File: src/rtl/assert_macros.svh
// ----------------------------------------------------------------------------
// Assertion macros
// Shared concurrent assertion forms, clocked on i_clk.
// ----------------------------------------------------------------------------
`ifndef ASSERT_MACROS_SVH
`define ASSERT_MACROS_SVH

// Same-cycle implication, ignored while reset is asserted.
`define SEG_ASSERT_IMP(lbl, ante, cons, msg) \
    lbl: assert property (@(posedge i_clk) disable iff (!i_rst_n) \
        (ante) |-> (cons)) else $error(msg);

// Next-cycle implication, also checked through reset.
`define SEG_ASSERT_NEXT(lbl, ante, cons, msg) \
    lbl: assert property (@(posedge i_clk) (ante) |=> (cons)) else $error(msg);

`endif

File: src/rtl/seg_pkg.sv
// ----------------------------------------------------------------------------
// seg_pkg
// Types and constants shared by the exposure/gain metadata pipeline.
// ----------------------------------------------------------------------------
`timescale 1ns / 1ps
`default_nettype none

package seg_pkg;

    localparam int D_W  = 36;   // exposure divisor: pixel clock * 16
    localparam int Q_W  = 32;   // quotient bits, one per divider stage
    localparam int GD_W = 11;   // analog gain divisor: 2 * (1024 - code)

    localparam logic [12:0] ANA_LO = 13'd112;
    localparam logic [12:0] ANA_HI = 13'd1008;
    localparam logic [12:0] DIG_LO = 13'd1264;
    localparam logic [12:0] DIG_HI = 13'd5103;
    localparam logic [10:0] ANA_BASE  = 11'd1024;
    localparam logic [20:0] ANA_NUM   = 21'd2048000;
    localparam logic [7:0]  DIG_STEP  = 8'd250;

    localparam logic [1:0] ST_OK       = 2'd0;
    localparam logic [1:0] ST_BAD      = 2'd1;
    localparam logic [1:0] ST_RANGE    = 2'd2;
    localparam logic [1:0] ST_BAD_GAIN = 2'd3;

    localparam logic [1:0] REG_WIDTH = 2'd0;
    localparam logic [1:0] REG_HBLANK = 2'd1;
    localparam logic [1:0] REG_PRATE = 2'd2;

    typedef struct packed {
        logic [15:0] line_act;
        logic [15:0] line_blank;
        logic [31:0] pclk_rate;
    } t_cfg;

    typedef struct packed {
        logic            bad_setup;
        logic            over;
        logic            gain_ok;
        logic            gain_analog;
        logic [19:0]     gain_dig;
        logic [GD_W-1:0] g_div;
    } t_meta;

    typedef struct packed {
        t_meta           meta;
        logic [D_W-1:0]  r_exp;
        logic [Q_W-1:0]  lo_exp;
        logic [Q_W-1:0]  q_exp;
        logic [GD_W-1:0] r_g;
        logic [Q_W-1:0]  lo_g;
        logic [Q_W-1:0]  q_g;
    } t_div_st;

endpackage

`default_nettype wire

File: src/rtl/seg_cfg.sv
// ----------------------------------------------------------------------------
// seg_cfg
// APB register file: active width, horizontal blanking, pixel clock rate.
// ----------------------------------------------------------------------------
`timescale 1ns / 1ps
`default_nettype none

module seg_cfg
    import seg_pkg::*;
(
    input  wire logic        i_clk,
    input  wire logic        i_rst_n,
    input  wire logic        psel,
    input  wire logic        penable,
    input  wire logic        pwrite,
    input  wire logic [3:0]  paddr,
    input  wire logic [31:0] pwdata,
    output logic [31:0]      prdata,
    output logic             pready,
    output t_cfg             o_cfg
);

    t_cfg r_cfg;
    logic w_wr;

    assign pready = 1'b1;
    assign w_wr   = psel && penable && pwrite;
    assign o_cfg  = r_cfg;

    always_ff @(posedge i_clk) begin
        if (!i_rst_n) begin
            r_cfg <= {16'd4000, 16'd4976, 32'd678400000};
        end else if (w_wr) begin
            unique case (paddr[3:2])
                REG_WIDTH:  r_cfg.line_act   <= pwdata[15:0];
                REG_HBLANK: r_cfg.line_blank <= pwdata[15:0];
                REG_PRATE:  r_cfg.pclk_rate  <= pwdata;
                default: ;
            endcase
        end
    end

    always_comb begin
        unique case (paddr[3:2])
            REG_WIDTH:  prdata = {16'd0, r_cfg.line_act};
            REG_HBLANK: prdata = {16'd0, r_cfg.line_blank};
            REG_PRATE:  prdata = r_cfg.pclk_rate;
            default:    prdata = 32'd0;
        endcase
    end

endmodule

`default_nettype wire

File: config.mk
export PLATFORM = sky130hd
export DESIGN_NAME = seg_cfg
export DESIGN_NICKNAME = d
export VERILOG_FILES = /design/src/rtl/assert_macros.svh /design/src/rtl/seg_pkg.sv /design/src/rtl/seg_cfg.sv
export SDC_FILE = /design/constraint.sdc
export NUM_CORES = 1
export LEC_CHECK = 0
export BUFFER_PORTS_ARGS = -buffer_cell sky130_fd_sc_hd__clkbuf_2
export CORE_MARGIN = 4
export CORE_UTILIZATION = 47
export DETAILED_ROUTE_END_ITERATION = 16
export PLACE_DENSITY = 0.81
export RECOVER_POWER = 100
export SYNTH_ARGS = -nofsm -noshare
export SYNTH_HDL_FRONTEND = slang
export SYNTH_SLANG_ARGS = --single-unit
File: constraint.sdc
create_clock -name i_clk -period 3.1 [get_ports i_clk]
set_input_delay 0.465 -clock i_clk [delete_from_list [all_inputs] [get_ports i_clk]]
set_output_delay 0.465 -clock i_clk [all_outputs]
set_load 0.01 [all_outputs]
# Word-level counts from Yosys, hierarchy flattened
# Cells that the tools add are included.
dict set report totals {
  regBits 64
  latchBits 0
  ramBits 0
  mem_bits_ro 0
  input_bits 41
  output_inout_bits 97
  wordCells 12
  mem_count 0
}
dict set report op_classes {
  add_sub_neg 0
  mul 0
  n_div 0
  magnitude_cmp 0
  eq_ne 2
  n_shift 0
  mux 1
  n_bitwise 0
  n_reduce_logical 6
}
# cell n
set ops {}
lappend ops {{$pmux 32 s3} 1}
lappend ops {{$reduce_and 2->1} 3}
lappend ops {{$eq 2x1->1 const B} 1}
lappend ops {{$eq 2x2->1 const B} 1}
lappend ops {{$logic_and 1x1->1} 2}
lappend ops {{$logic_not 2->1} 1}

# Depth between registers and ports, before layout
dict set report logic_depth {
  depth_word 3
  depth_mapped 6
}

# Worst setup path after synthesis
# Ideal clock, no wire load.
dict set report synth_timing {
  path_type {in2out}
  from {input port paddr[2]}
  to {output port prdata[0]}
  t_arrival_ns 1.226
  required_time_ns 2.635
  setup_slack_ns 1.409
  cell_stages 5
  cell_sequence {nor2b_1 > clkbuf_1 > clkbuf_1 > nand2_1 > o21ai_0}
}
dict set report synth_between {
  elab_chain_len 2
  elab_cells_between_ends 4
}
# item line
set synth_lines {}
lappend synth_lines {{from (decl)} seg_cfg.sv:16} ;# input wire logic [3:0] paddr,
lappend synth_lines {{$eq 2x2->1, or another cell as far along} seg_cfg.sv:44} ;# unique case (paddr[3:2])
lappend synth_lines {{$pmux 32 s3 *} seg_cfg.sv:44}
lappend synth_lines {{to (decl)} seg_cfg.sv:18} ;# output logic [31:0] prdata,
# Every way passes the cells marked *; elsewhere a longest branch is shown, timed or not.

# Worst setup path in the final report
dict set report layout_timing {
  from {input port paddr[3]}
  to {output port prdata[22]}
}
# The elaborated chain is that of the path after synthesis.

==> results.sh <==
export IMPL_vias=2724
export IMPL_r2r_cells=3
export IMPL_synthFlopType="dfxtp_1"
export IMPL_clock_path_buffers=2
export IMPL_async_flop_share_pct=0
export IMPL_period_minus_slack_ns=2.51
export IMPL_ys_top_cells_by_area="dfxtp_1 (43%), mux2i_1 (21%), nand2_1 (11%)"
export IMPL_syn_num_nets=383
export IMPL_synth_top_area_share_pct=43.2
export IMPL_ys_types=22
export IMPL_nNetsFinal=508
export IMPL_finalCritPeriodShare_pct=81.0
export IMPL_violations="capacitance limit, slew limit"
export IMPL_finalSetupViolCount=0
export IMPL_largest_reg_flops=64
export IMPL_pin_count=138
export IMPL_top_layer="met4"
export IMPL_cts_tree="done"
export IMPL_status="finished with violations"
export IMPL_drive_above_1_share_pct=12.8
export IMPL_criticalPathCategory="in2out"
export IMPL_die_x_um=87.4
export IMPL_cp_required_ns=2.63
export IMPL_fillers=581
export IMPL_grt_use_total_pct=20.2
export IMPL_met1Wirelength_um=3330
export IMPL_switching_share_pct=24.6
export IMPL_worstPathMaxFanout=22
export IMPL_seq_area_frac_synth_pct=43.2
export IMPL_power_density_nw_per_um2=433
export IMPL_ant_nets=0
export IMPL_synth_commonest_cells="nand2_1 (84), dfxtp_1 (64), mux2i_1 (62)"
export IMPL_synth_cells=342
export IMPL_postCtsSetupBuffers=0
export IMPL_die_area_um2=7650
export IMPL_hpwlAfterDp_um=5550
export IMPL_insertion_delay_ns=0.32
export IMPL_power_w=0.00158
export IMPL_cts_sinks=64
export IMPL_cts_root_buf="clkbuf_8"
export IMPL_drc=0
export IMPL_arrival_ns=2.05
export IMPL_h_tree_depth=3
export IMPL_crit_path_start_kind="primary input"
export IMPL_grt_pass1_wl_um=12200
export IMPL_yosysMostFrequentCell="nand2_1"
export IMPL_wl_per_cell_um=14.2
export IMPL_timing_rr_start="o_cfg[40]"
export IMPL_avgSynthCellArea_um2=8.67
export IMPL_peakVddDrop_mv=0.263
export IMPL_p_sw_w=0.000388
export IMPL_ys_seq_elements=64
export IMPL_cell_internal_pwr_w=0.00119
export IMPL_maxCapViolations=1
export IMPL_place_congestion=0.748
export IMPL_r2r_end="o_cfg[40]"
export IMPL_drtIter0Drc=44
export IMPL_grt_pass1_vias=2578
export IMPL_drv_slew=9
export IMPL_yosys_warnings=0
export IMPL_route_met2_wl_um=3790
export IMPL_synth_edf_count=0
export IMPL_hold_class="in2reg"
export IMPL_initial_core_util_pct=49.2
export IMPL_seqPwrFrac_pct=53.5
export IMPL_first_pass_iters=4
export IMPL_port_buffers=134
export IMPL_hold_viol=0
export IMPL_relSlewSlack_pct=-7.36
export IMPL_tightest_slew_ns=1.60
export IMPL_rsz0062_at_grt="no"
export IMPL_post_drt_via_cell_ratio=5.02
export IMPL_numCtsBuffers=9
export IMPL_clkTransAtPathRegs_ns=0.06
export IMPL_antenna_found_initial=0
export IMPL_place_ws_ns=0.881
export IMPL_grt_max_degree=93
export IMPL_p_leak_nw=1.62
export IMPL_hold_path_startpoint="pwdata[28]"
export IMPL_stdcell_area_um2=3650
export IMPL_die_y_um=87.4
export IMPL_finalClockSkew_ns=0
export IMPL_row_count=28
export IMPL_dr_wl_met3_um=436
export IMPL_post_cts_resized=0
export IMPL_clockPowerShare_pct=35.9
export IMPL_setup_worst_path_end_class="output pin"
export IMPL_reg2reg_setup_slack_ns=2.29
export IMPL_overflow=0
export IMPL_layout_setup_ws_ns=0.590
export IMPL_placed_area_um2=3640
export IMPL_area_growth_pct=23.0
export IMPL_combPwrFrac_pct=10.6
export IMPL_core_um2=6030
export IMPL_whs_path_depth=3
export IMPL_n_antenna_cell=0
export IMPL_max_freq_ghz=0.398
export IMPL_synth_top_area_cell="dfxtp_1"
export IMPL_holdBufCountCts=0
export IMPL_syn_area_um2=2970
export IMPL_min_to="o_cfg[28]"
export IMPL_routed_wl_um=7740
export IMPL_fin_setup_tns_ns=0
[power groups by stage]
stage	Combinational [W]	Sequential (W)	Clock, W
6_report	0.000168	0.000844	0.000567
5_1_grt	0.000186	0.000845	0.000626
4_1_cts	0.000179	0.000844	0.000585
3_5_place_dp	0.000179	0.000862	0
3_3_place_gp	0.000176	0.000862	0
2_1_floorplan	0.000100	0.000867	0
[logic make-up (layout without fill, tap and decap cells)]
logic type             Yosys count  after routing  share of synthesized area, %
and+or+nand+nor                131            131                          20.4
DFF                             64             64                          43.2
muxes                           62             62                          20.9
buffers and inverters           43            169                          7.04
AOI/OAI and AO/OA               41             41                          8.35
other                            1              1                         0.126
[through the flow]
step           util (%)  hold WS [ns]  cells
2_1_floorplan         -         0.487    342
3_3_place_gp       60.5         0.456    531
3_5_place_dp       60.5         0.465    531
4_1_cts            62.9         0.354    543
5_1_grt            60.6         0.371    543
6_report           60.6         0.368    543
[how the worst max path moves through the flow]
stage,start,endpoint,cells past startpoint
2_1_floorplan,paddr[2],prdata[0],5
3_3_place_gp,paddr[3],o_cfg[0],6
3_5_place_dp,paddr[3],o_cfg[0],6
4_1_cts,paddr[2],prdata[3],6
5_1_grt,paddr[3],prdata[22],6
6_report,paddr[3],prdata[22],6
[area by class of cell]
| cell class | instances | area [um2] | area share [%] |
|---|---|---|---|
| Clock buffer | 10 | 138 | 3.77 |
| Clock inverter | 2 | 10.0 | 0.274 |
| Inverter | 14 | 52.6 | 1.44 |
| Multi-Input combinational cell | 235 | 1470 | 40.1 |
| Sequential cell | 64 | 1280 | 35.1 |
| Tap cell | 75 | 93.8 | 2.57 |
| Timing Repair Buffer | 143 | 609 | 16.7 |
[worst max-delay path, cell delays in order]
cell and delay [ns]:
clkbuf_1 0.09, clkbuf_2 0.57, nor2b_1 0.25, clkbuf_1 0.33, and2_1 0.18, clkbuf_1 0.15
[layout by cell type, fill, tap and decap left out, types with 5 or more instances in the layout]
| cell | count |
|---|---|
| o21ai_0 | 16 |
| and2_0 | 5 |
| a21oi_1 | 8 |
| and2_1 | 13 |
| inv_1 | 14 |
| nor2b_1 | 10 |
| mux2i_1 | 62 |
| clkbuf_2 | 43 |
| o211ai_1 | 14 |
| nand2_1 | 84 |
| nand3_1 | 12 |
| clkbuf_8 | 10 |
| dfxtp_1 | 64 |
| clkbuf_1 | 95 |
| buf_4 | 5 |
[per-layer routing]
metal / track usage, % / up-vias
li1: - / 1376
met1: 24.7 / 1255
met2: 34.1 / 80
met3: 4.35 / 13
met4: 8.65 / 0
met5: 0 / -
(Power assumes the default switching activity.)
