--- src/rtl/assert_macros.svh ---
// ----------------------------------------------------------------------------
// Assertion macros
// Shared concurrent assertion forms, clocked on i_clk.
// ----------------------------------------------------------------------------
`ifndef ASSERT_MACROS_SVH
`define ASSERT_MACROS_SVH

// Same-cycle implication, ignored while reset is asserted.
`define SEG_ASSERT_IMP(lbl, ante, cons, msg) \
    lbl: assert property (@(posedge i_clk) disable iff (!i_rst_n) \
        (ante) |-> (cons)) else $error(msg);

// Next-cycle implication, also checked through reset.
`define SEG_ASSERT_NEXT(lbl, ante, cons, msg) \
    lbl: assert property (@(posedge i_clk) (ante) |=> (cons)) else $error(msg);

`endif

--- src/rtl/seg_pkg.sv ---
// ----------------------------------------------------------------------------
// seg_pkg
// Types and constants shared by the exposure/gain metadata pipeline.
// ----------------------------------------------------------------------------
`timescale 1ns / 1ps
`default_nettype none

package seg_pkg;

    localparam int D_W  = 36;   // exposure divisor: pixel clock * 16
    localparam int Q_W  = 32;   // quotient bits, one per divider stage
    localparam int GD_W = 11;   // analog gain divisor: 2 * (1024 - code)

    localparam logic [12:0] ANA_LO = 13'd112;
    localparam logic [12:0] ANA_HI = 13'd1008;
    localparam logic [12:0] DIG_LO = 13'd1264;
    localparam logic [12:0] DIG_HI = 13'd5103;
    localparam logic [10:0] ANA_BASE  = 11'd1024;
    localparam logic [20:0] ANA_NUM   = 21'd2048000;
    localparam logic [7:0]  DIG_STEP  = 8'd250;

    localparam logic [1:0] ST_OK       = 2'd0;
    localparam logic [1:0] ST_BAD      = 2'd1;
    localparam logic [1:0] ST_RANGE    = 2'd2;
    localparam logic [1:0] ST_BAD_GAIN = 2'd3;

    localparam logic [1:0] REG_WIDTH = 2'd0;
    localparam logic [1:0] REG_HBLANK = 2'd1;
    localparam logic [1:0] REG_PRATE = 2'd2;

    typedef struct packed {
        logic [15:0] line_act;
        logic [15:0] line_blank;
        logic [31:0] pclk_rate;
    } t_cfg;

    typedef struct packed {
        logic            bad_setup;
        logic            over;
        logic            gain_ok;
        logic            gain_analog;
        logic [19:0]     gain_dig;
        logic [GD_W-1:0] g_div;
    } t_meta;

    typedef struct packed {
        t_meta           meta;
        logic [D_W-1:0]  r_exp;
        logic [Q_W-1:0]  lo_exp;
        logic [Q_W-1:0]  q_exp;
        logic [GD_W-1:0] r_g;
        logic [Q_W-1:0]  lo_g;
        logic [Q_W-1:0]  q_g;
    } t_div_st;

endpackage

`default_nettype wire

--- src/rtl/seg_front.sv ---
// ----------------------------------------------------------------------------
// seg_front
// Four stages: line product, split constant multiply, sum, range check.
// ----------------------------------------------------------------------------
`timescale 1ns / 1ps
`default_nettype none

module seg_front
    import seg_pkg::*;
#(
    parameter int EXPOSURE_WIDTH = 20
) (
    input  wire logic                      i_clk,
    input  wire logic                      i_rst_n,
    input  wire logic                      i_adv,
    input  wire logic                      i_valid,
    input  wire logic [EXPOSURE_WIDTH-1:0] i_exposure_sixteenths,
    input  wire logic [12:0]               i_gain_code,
    input  t_cfg                           i_cfg,
    output logic                           o_valid,
    output t_div_st                        o_data
);

    localparam int X_W    = EXPOSURE_WIDTH + 17;
    localparam int LO_W   = X_W / 2;
    localparam int HI_W   = X_W - LO_W;
    localparam int PLO_W  = LO_W + 14;
    localparam int PHI_W  = HI_W + 14;
    localparam int N_W    = X_W + 20;
    localparam int LIM_W  = D_W + Q_W;
    localparam int CMP_W  = (N_W > LIM_W) ? N_W : LIM_W;
    localparam logic [13:0] K_MUL = 14'd15625;   // 1e6 = 15625 * 64

    logic [3:0]       r_vld;
    t_meta            r_m1, r_m2, r_m3;
    logic [X_W-1:0]   r_x;
    logic [PLO_W-1:0] r_p_lo;
    logic [PHI_W-1:0] r_p_hi;
    logic [N_W-1:0]   r_n;
    t_div_st          r_out;

    logic [16:0]      w_line;
    logic             w_ana;
    logic             w_dig;
    logic [9:0]       w_den;
    logic [12:0]      w_dig_off;
    t_meta            w_m0;
    t_meta            w_m4;
    t_div_st          w_out;
    logic [D_W-1:0]   w_d;
    logic [LIM_W-1:0] w_lim;
    logic [N_W-1:0]   w_n;

    always_comb begin
        w_line    = {1'b0, i_cfg.line_act} + {1'b0, i_cfg.line_blank};
        w_ana     = (i_gain_code >= ANA_LO) && (i_gain_code <= ANA_HI);
        w_dig     = (i_gain_code >= DIG_LO) && (i_gain_code <= DIG_HI);
        w_den     = 10'(ANA_BASE - 11'(i_gain_code));
        w_dig_off = i_gain_code - ANA_HI;
        w_m0.bad_setup   = (i_exposure_sixteenths == '0) || (i_cfg.line_act == '0)
                           || (i_cfg.pclk_rate == '0);
        w_m0.over        = 1'b0;
        w_m0.gain_ok     = w_ana || w_dig;
        w_m0.gain_analog = w_ana;
        w_m0.gain_dig    = 20'(20'(w_dig_off) * 20'(DIG_STEP));
        w_m0.g_div       = {w_den, 1'b0};
        w_d   = {i_cfg.pclk_rate, 4'd0};
        w_lim = {w_d, {Q_W{1'b0}}} - LIM_W'(w_d);
        w_n   = ((N_W'(r_p_hi) << LO_W) + N_W'(r_p_lo)) << 6;
        // range check and divider seed
        w_m4         = r_m3;
        w_m4.over    = CMP_W'(r_n) > CMP_W'(w_lim);
        w_out        = '0;
        w_out.meta   = w_m4;
        w_out.r_exp  = D_W'(r_n >> Q_W);
        w_out.lo_exp = r_n[Q_W-1:0];
        w_out.lo_g   = Q_W'(ANA_NUM + 21'(r_m3.g_div[GD_W-1:1]));
    end

    always_ff @(posedge i_clk) begin
        if (!i_rst_n) begin
            r_vld <= '0;
        end else if (i_adv) begin
            r_vld <= {r_vld[2:0], i_valid};
        end
    end

    always_ff @(posedge i_clk) begin
        if (i_adv) begin
            // line product
            r_x  <= X_W'(i_exposure_sixteenths) * X_W'(w_line);
            r_m1 <= w_m0;
            // constant multiply in two halves
            r_p_lo <= PLO_W'(r_x[LO_W-1:0]) * PLO_W'(K_MUL);
            r_p_hi <= PHI_W'(r_x[X_W-1:LO_W]) * PHI_W'(K_MUL);
            r_m2   <= r_m1;
            // combine
            r_n  <= w_n;
            r_m3 <= r_m2;
            r_out <= w_out;
        end
    end

    assign o_valid = r_vld[3];
    assign o_data  = r_out;

endmodule

`default_nettype wire

--- config.mk ---
export PLATFORM = sky130hd
export DESIGN_NAME = seg_front
export DESIGN_NICKNAME = d
export VERILOG_FILES = /design/src/rtl/assert_macros.svh /design/src/rtl/seg_pkg.sv /design/src/rtl/seg_front.sv
export SDC_FILE = /design/constraint.sdc
export NUM_CORES = 2
export LEC_CHECK = 0
export ABC_AREA = 1
export BUFFER_PORTS_ARGS = -buffer_cell sky130_fd_sc_hd__buf_2
export CAP_MARGIN = 30
export CORE_MARGIN = 4
export CORE_UTILIZATION = 45
export CTS_CLUSTER_SIZE = 16
export DETAILED_ROUTE_END_ITERATION = 7
export GPL_ROUTABILITY_DRIVEN = 0
export GPL_TIMING_DRIVEN = 0
export SLEW_MARGIN = 20
export SYNTH_ARGS = -nofsm -noshare
export SYNTH_HDL_FRONTEND = slang
export SYNTH_SLANG_ARGS = --single-unit
--- constraint.sdc ---
create_clock -name i_clk -period 10.9 [get_ports i_clk]
set_input_delay 0.545 -clock i_clk [delete_from_list [all_inputs] [get_ports i_clk]]
set_output_delay 0.545 -clock i_clk [all_outputs]
set_load 0.01 [all_outputs]
# After elaboration in Yosys (flattened, before gate mapping)
# Index checks and enable logic that the tools add are counted.
[totals]
regBits = 369
input_bits = 101
output_inout_bits = 211
elab_cells = 52
[op_classes]
addsub = 6
n_mul = 4
magnitude_cmp = 5
n_reduce_logical = 8
[ops]
columns = ["operator", "count"]
rows = [
  ["$gt A57 B68 Y1", 1],
  ["$sub A68 B36 Y68", 1],
  ["$add A51 B32 Y51", 1],
  ["$mul A20 B17 Y37", 1],
  ["$mul A19 B14 Y33 const B", 1],
  ["$logic_not A32 Y1", 1],
  ["$mul A18 B14 Y32 const B", 1],
  ["$add A21 B10 Y22 const A", 1],
  ["$logic_not A20 Y1", 1],
  ["$mul A13 B7 Y19 const B", 1],
  ["$add A16 B16 Y17", 1],
  ["$logic_not A16 Y1", 1],
  ["$ge A13 B11 Y1 const B", 1],
  ["$ge A13 B7 Y1 const B", 1],
  ["$le A13 B10 Y1 const B", 1],
  ["$le A13 B13 Y1 const B", 1],
  ["$sub A13 B10 Y13 const B", 1],
  ["$sub A1 B10 Y10 const A", 1],
  ["$logic_or A1 B1 Y1", 3],
  ["$logic_and A1 B1 Y1", 2],
]

# Depth between registers and ports, before layout
[depth]
ltp_word = 3
mapped_depth = 34
mapped_depth_nobuf = 33

# Least setup slack after synthesis
# Ideal clock, no wire load.
[synth_path]
path_type = "in2reg"
start = "in i_cfg[32] in the netlist's numbering"
end = "reg r_x[33] (data pin)"
setup_time_ps = 253
t_arrival_ps = 6499
required_time_ps = 10647
slack_ps = 4148
path_stages = 31
path_buffers = 1
path_cell_list = "ha_1 -> inv_1 -> fa_1 -> inv_1 -> nand3_1 -> nand3_1 -> nand2_1 -> inv_1 -> clkbuf_1 -> nand2_1 -> fa_1 -> inv_1 -> fa_1 -> inv_1 -> fa_1 -> inv_1 -> fa_1 -> fa_1 -> inv_1 -> fa_1 -> inv_1 -> ha_1 -> nand2_1 -> inv_1 -> nand3_1 -> inv_1 -> nand2_1 -> o21ai_0 -> nand4_1 -> nand3_1 -> nand2_1"
[synth_between]
elab_chain_len = 2
[synth_rtl]
columns = ["item", "line_no", "source"]
rows = [
  ["start, declared", "seg_front.sv:19", "input t_cfg i_cfg,"],
  ["$add A16 B16 Y17", "seg_front.sv:55", "w_line = {1'b0, i_cfg.line_act} + {1'b0, i_cfg.line_blank};"],
  ["$mul A20 B17 Y37", "seg_front.sv:91", "r_x <= X_W'(i_exposure_sixteenths) * X_W'(w_line);"],
  ["end signal, assigned", "seg_front.sv:91", ""],
  ["end, declared", "seg_front.sv:36", "logic [X_W-1:0] r_x;"],
]
# Every way passes these cells.
# A chain may end at the register's enable or synchronous reset.

# Worst setup path in the final report
# Ends and elaborated chain as after synthesis.

==> impl_metrics.csv <==
group,metric,value,unit
outcome,status,"complete, no violations",
place,dp_hpwl,74500,µm
clock_network,tritoncts,"built",
clock_network,cts_hold_buf,0,
die,num_io_pins,312,
critical_path,endpoint,"r_x[33]",
die,die_area,87800,µm²
critical_path,ff2ff_setup_slack,5.51,ns
timing,maxSlewViolCount,0,
timing,setup_viol,0,
cells_and_area,regArea,9960,µm²
critical_path,worstSetupStartpoint,"i_cfg[32]",
critical_path,timing.critical_path.mode_cell,"inv_1",
timing,finalCritPeriodShare,0.733,
yosys,syn_area,37400,µm²
timing,tns,0,ns
critical_path,r2r-start,"r_x[4]",
routing,drtIter0Drc,1414,
global_routing,grt-ovfl-total,0,
critical_path,start_kind,"primary input",
worst_hold_path,hold_start,"i_valid",
timing,rsz0062_at_grt,"false",
yosys,synth-edff-count,329,
cells_and_area,final_common_cell,"inv_1",
clock_network,cts_setup_buffers,0,
critical_path,worstPathMaxFanout,10,
cells_and_area,final_core_util,0.504,
yosys,syn_inst,3964,
die,die_w,296,µm
clock_network,cts.sinks,333,
clock_network,cts_inserted_buffers,39,
yosys,yosys.cell_types.count,53,
die,core,82200,µm²
timing,worst_slew_pin_slew,0.792,ns
timing,hold_violations,0,
yosys,async_flop_share,0,
place,dpl_cell_area,40200,µm²
cells_and_area,drive_gt1_frac,0.100,
critical_path,ff2ff_path_depth,15,
global_routing,antenna_found_initial,3,
routing,drcViolationCount,0,
timing,fmax,0.125,GHz
critical_path,timing.rr.end,"r_p_lo[25]",
global_routing,grt_pass1_vias,26628,
die,start_util,0.455,
routing,wl,87800,µm
timing,slew_headroom,0.466,
clock_network,clk_pin_slew,0.05,ns
yosys,avgSynthCellArea,9.44,µm²
global_routing,grt_first_pass_wirelength,141000,µm
critical_path,arrival,8.30,ns
clock_network,h-tree-depth,2,
cells_and_area,nNetsFinal,5321,
critical_path,crit_buf_inv,12,
clock_network,clockRootBuffer,"clkbuf_16",
clock_network,clk_latency,0.56,ns
cells_and_area,stdcell_area,41400,µm²
job,cap_violations,0,
routing,firstDrtPassIters,6,
place,port-buffer-count,185,
clock_network,clockBufferDepth,3,
cells_and_area,final_cell_mix,"inv_1 (760), nand2_1 (690), ha_1 (466), fa_1 (446), edfxtp_1 (329)",
critical_path,cp_top_family,"adder cells",
critical_path,crit_path_top_delay_cell,"o21ai_0",
timing,finClkSkew,0.0286,ns
cells_and_area,area_growth,10.8,%
critical_path,critPathKind,"in2reg",
critical_path,worstPathRequired,11.21,ns
yosys,ys_ff_latch,333,
die,dieHeight,296,µm
critical_path,max_stage_delay,0.64,ns
timing,min_period,7.99,ns
cells_and_area,multi_input_comb_area,23800,µm²
routing,final_antenna_net_count,0,
die,rows,105,
yosys,synth_ff_type,"edfxtp_1",
cells_and_area,nFillCells,7715,
global_routing,grtUsageTotal,0.203,
timing,holdWs,0.206,ns
routing,wl_per_cell,16.2,µm
worst_hold_path,hp-class,"in2reg",
yosys,ys_warn_count,0,
critical_path,cp.depth,32,
critical_path,cp-end-kind,"flop",
clock_network,post_cts_resized,0,
yosys,synth_sequential_area_ratio,0.266,
routing,vias,26520,
global_routing,grt_max_degree,104,
routing,viasPerCell,4.91,
## cell usage after synthesis (all sizes together), types with 35 or more instances
library cell,number,area [µm²]
a21oi,174,882
buf,148,1090
clkbuf,35,131
edfxtp,329,9880
fa,446,8930
ha,466,5830
inv,768,2880
nand2,703,2690
nand3,133,671
nand4,41,257
nor2,310,1210
nor3,38,190
o21ai,99,514
xnor2,56,490
xor2,93,815
## flip-flops by register name, indices dropped and copies added, names as in the netlist
register / flops
r_m2: 31
r_p_lo: 32
r_m1: 31
o_data: 83
r_n: 51
r_p_hi: 33
r_m3: 31
r_x: 37
r_vld: 4
## layer usage
layer  vias up  track usage  routed length (µm)
met1     12486        0.265               37300
met5         -            0                   0
met4         0       0.0773                3840
met3       168       0.0243                4540
li1      13099            -                   -
met2       767        0.350               42100
## kinds of logic after synthesis
| family | count (synthesis) | synth area share |
|---|---|---|
| adders and majority gates | 912 | 0.395 |
| other | 2 | 0.000201 |
| xor gates and xnor gates | 149 | 0.0349 |
| AOI/OAI and AO/OA | 353 | 0.0537 |
| DFF | 333 | 0.266 |
| and+or+nand+nor | 1261 | 0.140 |
| buffers and inverters | 954 | 0.110 |
## how the worst min path moves through the flow
stage	end	slack (ns)	cells past startpoint
final	r_vld[0]	0.21	3
after global routing	r_vld[0]	0.18	3
after CTS	r_vld[0]	0.16	3
after detailed placement	o_data[201]	0.40	0
after global placement	o_data[206]	0.40	0
after floorplan	o_data[187]	0.40	0
## stage by stage
stage	worst slack (ns)	std cells
after global routing	2.76	5406
after global placement	2.56	5333
after CTS	3.12	5404
final	2.91	5406
after detailed placement	2.55	5336
after floorplan	4.15	4078
## worst register-to-register path, cell delays in order (launching register included)
cell and delay [ns]:
edfxtp_1 0.58, fa_1 0.57, fa_1 0.52, fa_1 0.57, fa_1 0.42, ha_1 0.29, inv_1 0.05, fa_1 0.50
inv_1 0.04, ha_1 0.41, nand2_1 0.13, nor4_1 0.53, nand3_1 0.13, nand3_1 0.16, a21oi_1 0.10, xnor2_1 0.13
## area by class of cell
type,instances,area share
Multi-Input combinational cell,2791,0.573
Sequential cell,333,0.240
Inverter,771,0.0699
Tap cell,1070,0.0323
Buffer,183,0.0295
Timing Repair Buffer,189,0.0248
Clock buffer,48,0.0244
Clock inverter,20,0.00559
Antenna cell,1,0.0000604
Power is not shown: default switching activity piles up to over one toggle a cycle in this logic, so the estimate is an artifact.
