[src/rtl/assert_macros.svh]
// ----------------------------------------------------------------------------
// Assertion macros
// Shared concurrent assertion forms, clocked on i_clk.
// ----------------------------------------------------------------------------
`ifndef ASSERT_MACROS_SVH
`define ASSERT_MACROS_SVH

// Same-cycle implication, ignored while reset is asserted.
`define SEG_ASSERT_IMP(lbl, ante, cons, msg) \
    lbl: assert property (@(posedge i_clk) disable iff (!i_rst_n) \
        (ante) |-> (cons)) else $error(msg);

// Next-cycle implication, also checked through reset.
`define SEG_ASSERT_NEXT(lbl, ante, cons, msg) \
    lbl: assert property (@(posedge i_clk) (ante) |=> (cons)) else $error(msg);

`endif

[src/rtl/seg_pkg.sv]
// ----------------------------------------------------------------------------
// seg_pkg
// Types and constants shared by the exposure/gain metadata pipeline.
// ----------------------------------------------------------------------------
`timescale 1ns / 1ps
`default_nettype none

package seg_pkg;

    localparam int D_W  = 36;   // exposure divisor: pixel clock * 16
    localparam int Q_W  = 32;   // quotient bits, one per divider stage
    localparam int GD_W = 11;   // analog gain divisor: 2 * (1024 - code)

    localparam logic [12:0] ANA_LO = 13'd112;
    localparam logic [12:0] ANA_HI = 13'd1008;
    localparam logic [12:0] DIG_LO = 13'd1264;
    localparam logic [12:0] DIG_HI = 13'd5103;
    localparam logic [10:0] ANA_BASE  = 11'd1024;
    localparam logic [20:0] ANA_NUM   = 21'd2048000;
    localparam logic [7:0]  DIG_STEP  = 8'd250;

    localparam logic [1:0] ST_OK       = 2'd0;
    localparam logic [1:0] ST_BAD      = 2'd1;
    localparam logic [1:0] ST_RANGE    = 2'd2;
    localparam logic [1:0] ST_BAD_GAIN = 2'd3;

    localparam logic [1:0] REG_WIDTH = 2'd0;
    localparam logic [1:0] REG_HBLANK = 2'd1;
    localparam logic [1:0] REG_PRATE = 2'd2;

    typedef struct packed {
        logic [15:0] line_act;
        logic [15:0] line_blank;
        logic [31:0] pclk_rate;
    } t_cfg;

    typedef struct packed {
        logic            bad_setup;
        logic            over;
        logic            gain_ok;
        logic            gain_analog;
        logic [19:0]     gain_dig;
        logic [GD_W-1:0] g_div;
    } t_meta;

    typedef struct packed {
        t_meta           meta;
        logic [D_W-1:0]  r_exp;
        logic [Q_W-1:0]  lo_exp;
        logic [Q_W-1:0]  q_exp;
        logic [GD_W-1:0] r_g;
        logic [Q_W-1:0]  lo_g;
        logic [Q_W-1:0]  q_g;
    } t_div_st;

endpackage

`default_nettype wire

[src/rtl/seg_div_stage.sv]
// ----------------------------------------------------------------------------
// seg_div_stage
// One restoring division step for both the exposure and analog gain quotients.
// ----------------------------------------------------------------------------
`timescale 1ns / 1ps
`default_nettype none

module seg_div_stage
    import seg_pkg::*;
(
    input  wire logic           i_clk,
    input  wire logic           i_rst_n,
    input  wire logic           i_adv,
    input  wire logic           i_valid,
    input  t_div_st             i_data,
    input  wire logic [D_W-1:0] i_divisor,
    output logic                o_valid,
    output t_div_st             o_data
);

    logic [D_W:0]    w_t;
    logic            w_ge;
    logic [GD_W:0]   w_tg;
    logic            w_geg;
    t_div_st         w_nx;

    always_comb begin
        w_t   = {i_data.r_exp, i_data.lo_exp[Q_W-1]};
        w_ge  = w_t >= {1'b0, i_divisor};
        w_tg  = {i_data.r_g, i_data.lo_g[Q_W-1]};
        w_geg = w_tg >= {1'b0, i_data.meta.g_div};
        w_nx        = i_data;
        w_nx.r_exp  = w_ge ? D_W'(w_t - {1'b0, i_divisor}) : w_t[D_W-1:0];
        w_nx.lo_exp = {i_data.lo_exp[Q_W-2:0], 1'b0};
        w_nx.q_exp  = {i_data.q_exp[Q_W-2:0], w_ge};
        w_nx.r_g    = w_geg ? GD_W'(w_tg - {1'b0, i_data.meta.g_div}) : w_tg[GD_W-1:0];
        w_nx.lo_g   = {i_data.lo_g[Q_W-2:0], 1'b0};
        w_nx.q_g    = {i_data.q_g[Q_W-2:0], w_geg};
    end

    always_ff @(posedge i_clk) begin
        if (!i_rst_n) begin
            o_valid <= 1'b0;
        end else if (i_adv) begin
            o_valid <= i_valid;
        end
    end

    always_ff @(posedge i_clk) begin
        if (i_adv) begin
            o_data <= w_nx;
        end
    end

endmodule

`default_nettype wire

[config.mk]
export PLATFORM = sky130hd
export DESIGN_NAME = seg_div_stage
export DESIGN_NICKNAME = d
export VERILOG_FILES = /design/src/rtl/assert_macros.svh /design/src/rtl/seg_pkg.sv /design/src/rtl/seg_div_stage.sv
export SDC_FILE = /design/constraint.sdc
export NUM_CORES = 1
export LEC_CHECK = 0
export BUFFER_PORTS_ARGS = -buffer_cell sky130_fd_sc_hd__buf_2
export CORE_MARGIN = 2
export CORE_UTILIZATION = 23
export CTS_CLUSTER_DIAMETER = 100
export DETAILED_ROUTE_END_ITERATION = 7
export HOLD_SLACK_MARGIN = 0.06
export MAX_ROUTING_LAYER = met4
export PLACE_DENSITY = 0.48
export SLEW_MARGIN = 20
export SYNTH_ARGS = -nofsm -noshare
export SYNTH_HDL_FRONTEND = slang
export SYNTH_SLANG_ARGS = --single-unit
[constraint.sdc]
create_clock -name i_clk -period 8.7 [get_ports i_clk]
set_clock_uncertainty 0.1 [all_clocks]
set_input_delay 1.74 -clock i_clk [delete_from_list [all_inputs] [get_ports i_clk]]
set_output_delay 1.74 -clock i_clk [all_outputs]
set_load 0.05 [all_outputs]
# Yosys cells after proc, flatten, opt, wreduce, memory -nomap -nowiden
# Cells that the tools add are included.
# classes
addsub	2
n_mul	0
div_mod_pow	0
magnitude_cmp	2
eq_ne	0
shift	0
mux	2
n_bitwise	0
n_reduce_logical	0
# ops
cell	n
37-bit by 36-bit greater-or-equal comparator with 1-bit output	1
36-bit two-way mux	1
36-bit subtractor	1
12-bit by 11-bit greater-or-equal comparator with 1-bit output	1
11-bit two-way mux	1
11-bit subtractor	1
# word_totals
reg_bits	209
latchBits	0
ramBits	0
rom_bits	0
out_inout_bits	211
wordCells	19
mem_count	0

# Depth between registers and ports, before layout
# Gate-level depths: netlist of the first run.
# logic_depth
ltp_word	2
ltp_mapped	13
depth_no_buf	11

# Worst setup path after synthesis of the first run
# No wires, ideal clock.
# synth_timing
kind	input -> register
start	input port i_data[138] (netlist bit)
end	register o_data[167] (netlist bit) (data pin)
setup_ns	0.260
arrival_time_ns	4.024
required_time_ns	8.340
path_slack_ns	4.316
cell_stages	11
path_buffers	0
cell_sequence	inv_1 > ha_1 > fa_1 > nand2b_1 > a21oi_1 > a21oi_1 > o22a_1 > o311ai_1 > a31oi_1 > xnor2_1 > mux2_4
# synth_rtl
element	line_no	source
start: declaration	seg_div_stage.sv:15	input t_div_st i_data,
end signal: assignment	seg_div_stage.sv:51	o_data <= w_nx;
end: declaration	seg_div_stage.sv:18	output t_div_st o_data

==> results of run 1 <==
## stage by stage
step                      util (%)  setup slack [ps]  instances  instance area [sq um]
final                         32.4              3660       1723                  13200
after global routing          32.4              3340       1723                  13200
after CTS                     32.4              3600       1715                  13200
after detailed placement      30.3              3030       1666                  12300
after global placement        30.3              3060       1666                  12300
after floorplan                  -              4320        694                   9470
## registers in the layout, indices dropped and copies added, names as in the netlist
name and flops:
o_data 208, o_valid 1
## layout by cell type (no fill, tap or decap), types with 8 or more instances in the layout
cell and n:
edfxtp_1 208, o21bai_1 9, xor2_1 11, diode_2 8, nand4_1 14, a21o_1 20, nand3_1 8, mux2_2 12
inv_1 65, o21ai_0 24, xnor2_1 25, buf_2 455, nor2_1 48, ha_1 47, a21oi_1 66, clkbuf_16 27
nand2_1 23, a31oi_1 8
## synth_stat cells, types with 3 or more instances
cell        n  area (sq um)
a211oi_1    3          22.5
clkbuf_1    8          30.0
a31oi_1     8          50.1
nand2b_1    5          31.3
edfxtp_1  208          6250
xor2_1     11          96.3
nor2_1     48           180
mux2i_1     3          30.0
o21bai_1    9          67.6
mux2_4      5          75.1
nand4_1    14          87.6
a21boi_0    4          30.0
buf_2       6          30.0
nand2_1    23          86.3
o21a_1      5          37.5
or3_1       3          18.8
a21o_1     20           150
buf_6       5          56.3
xnor2_1    25           219
mux2_2     12           135
o21ai_0    24           120
inv_1      65           244
ha_1       47           588
nand3_1     8          40.0
nor3_1      6          30.0
nor2b_1     6          37.5
a21oi_1    66           330
and2_1      7          43.8
## layout make-up
class	count	area share, %
timing repair buffer	461	17.6
antenna	8	0.151
clock buffer	34	5.31
sequential	209	47.4
inverter	65	1.85
tap	532	5.04
clock inverter	15	1.22
multi-input combinational	399	21.4
## report_power, final
group          total [mW]  switching [mW]  internal, mW
Sequential           1.25          0.0225          1.23
Clock                1.10           0.436         0.660
Combinational       0.785           0.571         0.214
Total                3.13            1.03          2.10
## worst max-delay path, stage by stage
cell and delay, ps:
buf_2 110, inv_1 40, ha_1 280, nor2b_1 160
o31ai_1 120, a211oi_1 570, a21oi_1 310, a21oi_1 360
a31o_2 600, buf_4 520, mux2_2 390
## kinds of logic after synthesis
| logic type | share of synthesized area [%] |
|---|---|
| AO/OA/AOI/OAI | 10.5 |
| XOR/XNOR | 3.33 |
| adder cells (fa/ha/maj) | 6.63 |
| buffers and inverters | 3.97 |
| flip-flops | 66.2 |
| multiplexers | 2.54 |
| other | 0.0396 |
| AND/OR/NAND/NOR | 6.78 |
## worst paths after layout
check | startpoint | depth (start not counted) | end | slack, ps
max | i_divisor[1] | 11 | o_data[150]$_DFFE_PP_ | 3660
min | o_valid$_SDFFE_PN0P_ | 2 | o_valid$_SDFFE_PN0P_ | 430
max reg2reg | o_valid$_SDFFE_PN0P_ | 2 | o_valid$_SDFFE_PN0P_ | 8010
min reg2reg | o_valid$_SDFFE_PN0P_ | 2 | o_valid$_SDFFE_PN0P_ | 430
## per-layer routing
layer  vias up  part of all wire (%)  wire, microns  GRT usage [%]
li1       3532                     -              -              -
met1      3426                    38          12300           16.0
met2       291                    51          16500           25.2
met3        40                   9.1           2930           4.46
met4         0                   1.8            595           4.18
met5         -                     0              0              -
==> metrics.cfg, run 1 <==
[outcome]
outcome = complete, no violations

[clocking]
cts_root_buf = clkbuf_16
path_clk_slew_ps = 60
cts_buffers = 27
cts_tree = built
cts_resized = 0
post-cts-setup-buffer-count = 0
cts_buffer_depth = 3
cts_hold_buf = 0
clock_sinks = 209
h-tree-depth = 1
clk-insertion-delay-late_ps = 540

[critical_path]
startpoint_type = input port
cp_data_arrival_time_ps = 5220
cp_max_fo = 38
worstSetupEndpointType = register
crit_required_ps = 8880
critPathKind = input port to register

[timing]
hold_slack_ps = 425
worstMarginPinSlew_ps = 1020
maxSlewHeadroom_pct = 32.0
finalSetupViolations = 0
fin_tns_setup_ps = 0
layout_min_cycle_time_ps = 5040
period_share_pct = 58.0
report.final.slew_viol_count = 0
hold_viol = 0
max_freq_mhz = 198
rsz0062_at_grt = false

[floorplanning]
initial_core_util_pct = 23.2
die-area_sq_mm = 0.0428
die_w_microns = 207
die_y_microns = 207
core_area_sq_mm = 0.0407
num_io_pins = 461
num_rows = 74

[global_route]
antenna_found_initial = 9
grt.total_usage_pct = 14.5
first_global_vias = 7098
grt_max_degree = 76
grt_pass1_wl_microns = 44600
grt.overflow.total = 0

[pwr]
vdd.ir_drop.worst_uv = 139
cellPowerDensity_mw_per_mm2 = 237
p_leak_nw = 5.87
report.power.total_mw = 3.13

[finish]
fill_cells = 4248
drive_gt1_share_pct = 43.9
regArea_sq_mm = 0.00627
nets = 1462
syn_to_final_growth_pct = 39.6
multi_input_area_sq_mm = 0.00283

[placement]
gp_congestion = 0.819
dp_hpwl_microns = 25700
io_buffer_count = 456

[route]
antenna_left = 0
first_pass_iters = 4
wirelength_microns = 32300
wire_per_inst_microns = 18.8
drc = 0
vias = 7289
via_per_inst = 4.23
drtIter0Drc = 302

[synthesis]
async_reset_ff_share_pct = 0
ys_seq_elements = 209
ys_seq_area_share_pct = 66.2
yosysUniqueCellTypes = 59
yosysWarnings = 0
synth_area_per_cell_sq_um = 13.7
synth_cells = 693
synth_edf_count = 208
synth_flop_cell = edfxtp_1
synth_area_sq_mm = 0.00947

[min_path]
hold_path_class = register to register

[flow_run]
cap_violations = 0

(Power assumes the default switching activity.)
==> run 2: changes to the inputs <==
ABC_AREA = 1   (was default)
clock period = 4.4 ns   (was 8.7 ns; I/O delays follow)
==> metrics.cfg, run 2 <==
[timing]
hold_viol = 0  ; unchanged
hold_slack_ps = 418  ; was 425 ps
period_share_pct = 72.0
maxSlewHeadroom_pct = 49.5  ; was 32.0%
layout_min_cycle_time_ps = 3170
report.final.slew_viol_count = 0  ; unchanged
finalSetupViolations = 0  ; unchanged
max_freq_mhz = 316
rsz0062_at_grt = false  ; unchanged
worstMarginPinSlew_ps = 758  ; was 1020 ps
fin_tns_setup_ps = 0  ; unchanged

[route]
vias = 8755  ; was 7289
drtIter0Drc = 390  ; was 302
wire_per_inst_microns = 18.1  ; was 18.8 microns
drc = 0  ; unchanged
first_pass_iters = 5  ; was 4
via_per_inst = 4.14  ; was 4.23
wirelength_microns = 38200  ; was 32300 microns
antenna_left = 0  ; unchanged

[pwr]
p_leak_nw = 6.84  ; was 5.87 nW
switching_share_pct = 33.8  ; was 32.9%
vdd.ir_drop.worst_uv = 280  ; was 139 uV
p_int_mw = 4.16  ; was 2.10 mW
pwr-share-seq_pct = 39.2  ; was 39.9%
report.power.total_mw = 6.29  ; was 3.13 mW
pwr-share-clk_pct = 34.8  ; was 35.0%
cellPowerDensity_mw_per_mm2 = 441  ; was 237 mW/mm^2
comb_power_share_pct = 26.1  ; was 25.1%
p_switching_mw = 2.12  ; was 1.03 mW

[floorplanning]
die_y_microns = 217  ; was 207 microns
num_io_pins = 461  ; unchanged
core_area_sq_mm = 0.0444  ; was 0.0407 sq mm
die_w_microns = 217  ; was 207 microns
initial_core_util_pct = 23.4  ; was 23.2%
num_rows = 77  ; was 74
die-area_sq_mm = 0.0469  ; was 0.0428 sq mm

[clocking]
cts_buffer_depth = 3  ; unchanged
cts_root_buf = clkbuf_16  ; unchanged
cts_resized = 0  ; unchanged
path_clk_slew_ps = 60  ; about the same
clock_sinks = 209  ; unchanged
h-tree-depth = 1  ; unchanged
post-cts-setup-buffer-count = 0  ; unchanged
cts_tree = built  ; unchanged
cts_buffers = 25  ; was 27
cts_hold_buf = 0  ; unchanged
clk-insertion-delay-late_ps = 530  ; was 540 ps

[finish]
top_regs = o_data: 208 flops, o_valid: 1 flops  ; unchanged
layout_common_cells = 455 x buf_2, 283 x nand2_1, 208 x edfxtp_1  ; was 455 x buf_2, 208 x edfxtp_1, 66 x a21oi_1
largest_register_ffs = 208  ; unchanged
utilization_pct = 32.1  ; was 32.4%
final_common_cell = buf_2  ; unchanged
finalNonFillerCells = 2115  ; was 1723
regMostFlops = o_data  ; unchanged
drive_gt1_share_pct = 35.7  ; was 43.9%
syn_to_final_growth_pct = 37.1  ; was 39.6%
nets = 1801  ; was 1462

[critical_path]
setup.worst_path.end = o_data[157]$_DFFE_PP_  ; was o_data[150]$_DFFE_PP_
reg2reg_setup_slack_ps = 3630  ; was 8010 ps
r2r_end = o_valid$_SDFFE_PN0P_  ; unchanged
critPathKind = input port to register  ; unchanged
startpoint_type = input port  ; unchanged
crit_required_ps = 4530  ; was 8880 ps
cp_max_fo = 18  ; was 38
reg2reg_depth = 2  ; unchanged
worstSetupEndpointType = register  ; unchanged
cp_data_arrival_time_ps = 3300  ; was 5220 ps
setup.worst_path.start = i_data[162]  ; was i_divisor[1]
rr_startpoint = o_valid$_SDFFE_PN0P_  ; unchanged

[synthesis]
yosys-top-cells-count = 283 x nand2_1, 208 x edfxtp_1, 152 x inv_1  ; was 208 x edfxtp_1, 66 x a21oi_1, 65 x inv_1
synth_flop_cell = edfxtp_1  ; unchanged
synth_cells = 1026  ; was 693
synth.top_cell.area_share_pct = 60.1  ; was 66.0%
yosysWarnings = 0  ; unchanged
synth_edf_count = 208  ; unchanged
yosysUniqueCellTypes = 38  ; was 59
synth_area_sq_mm = 0.0104  ; was 0.00947 sq mm
synth_area_per_cell_sq_um = 10.1  ; was 13.7 sq um
yosysMostFrequentCell = nand2_1  ; was edfxtp_1
synth_area_leaders = edfxtp_1 60%, nand2_1 10%, ha_1 5.7%  ; was edfxtp_1 66%, ha_1 6.2%, a21oi_1 3.5%
ys_seq_area_share_pct = 60.3  ; was 66.2%
async_reset_ff_share_pct = 0  ; unchanged
synth_top_cell_by_area = edfxtp_1  ; unchanged
ys_seq_elements = 209  ; unchanged

[outcome]
outcome = complete, no violations  ; unchanged

[global_route]
first_global_vias = 8916  ; was 7098
grt.total_usage_pct = 16.1  ; was 14.5%
antenna_found_initial = 5  ; was 9
grt.overflow.total = 0  ; unchanged
grt_max_degree = 93  ; was 76
grt_pass1_wl_microns = 54900  ; was 44600 microns

[min_path]
hold_path_class = input port to register  ; was register to register
min_from = i_data[107]  ; was o_valid$_SDFFE_PN0P_

[placement]
dp_hpwl_microns = 31100  ; was 25700 microns
gp_congestion = 0.879  ; was 0.819
dp.cells = 2067  ; was 1666
io_buffer_count = 456  ; unchanged

[flow_run]
cap_violations = 0  ; unchanged

## run 2: cell count changes in the layout (fill, tap and decap cells not counted), moves of 19 or more
cell	change
xnor2_1	-22
a21oi_1	-20
nand3_1	+74
nand2_2	+19
nand2_1	+260
a21o_1	-19
nor2_1	+22
inv_1	+87
## run 2: layout make-up
| type | count | area [sq um] |
|---|---|---|
| inverter | 158 | 593 |
| clock buffer | 31 | 648 |
| timing repair buffer | 462 | 2350 |
| clock inverter | 14 | 216 |
| tap | 592 | 741 |
| antenna | 3 | 7.51 |
| multi-input combinational | 646 | 3420 |
| sequential | 209 | 6270 |
| fill | 4722 | 30200 |
## run 2: how the worst min path moves through the flow
stage               slack, ps  cells past startpoint                    end
finish                    420                      1  o_data[108]$_DFFE_PP_
global route              380                      1  o_data[108]$_DFFE_PP_
CTS                       380                      1  o_data[127]$_DFFE_PP_
detailed placement        440                      2   o_valid$_SDFFE_PN0P_
global placement          440                      2   o_valid$_SDFFE_PN0P_
floorplan                 650                      2   o_valid$_SDFFE_PN0P_
## run 2: per-stage QoR
| stage | setup WS, ps | cell area (sq um) |
|---|---|---|
| finish | 1230 | 14200 |
| global route | 1030 | 14200 |
| CTS | 1240 | 14200 |
| detailed placement | 675 | 13400 |
| global placement | 674 | 13400 |
| floorplan | 1730 | 10400 |
## run 2: cell families (layout without fill, tap and decap cells)
| kind of cell | Yosys count | after routing | share of synthesized area (%) |
|---|---|---|---|
| adders and majority gates | 49 | 49 | 6.05 |
| other | 1 | 5 | 0.0361 |
| buffers and inverters | 172 | 665 | 6.82 |
| and+or+nand+nor | 498 | 498 | 20.9 |
| DFF | 209 | 209 | 60.3 |
| xor gates and xnor gates | 25 | 25 | 2.11 |
| AOI/OAI and AO/OA | 72 | 72 | 3.81 |
## run 2: routing by layer
layer	up-vias	wire (microns)	GRT usage (%)
met1	4060	15400	18.4
met3	42	2610	3.68
met4	0	575	3.06
met5	-	0	-
met2	295	19600	28.8
li1	4358	-	-
## run 2: power groups by stage
stage                     clock, mW  sequential (mW)  combinational (mW)
after global routing           2.34             2.48                1.75
after CTS                      2.27             2.47                1.66
after global placement            0             2.50                1.65
final                          2.18             2.46                1.64
after floorplan                   0             3.18               0.452
after detailed placement          0             2.51                1.65
## run 2: worst max-delay path: stages
cell,delay (ps)
buf_2,110
ha_1,350
a21oi_1,330
nand2_1,140
nand2_1,70
nand2_1,60
a21oi_1,180
nand4_2,540
buf_4,420
nand2_1,80
nand2_1,140
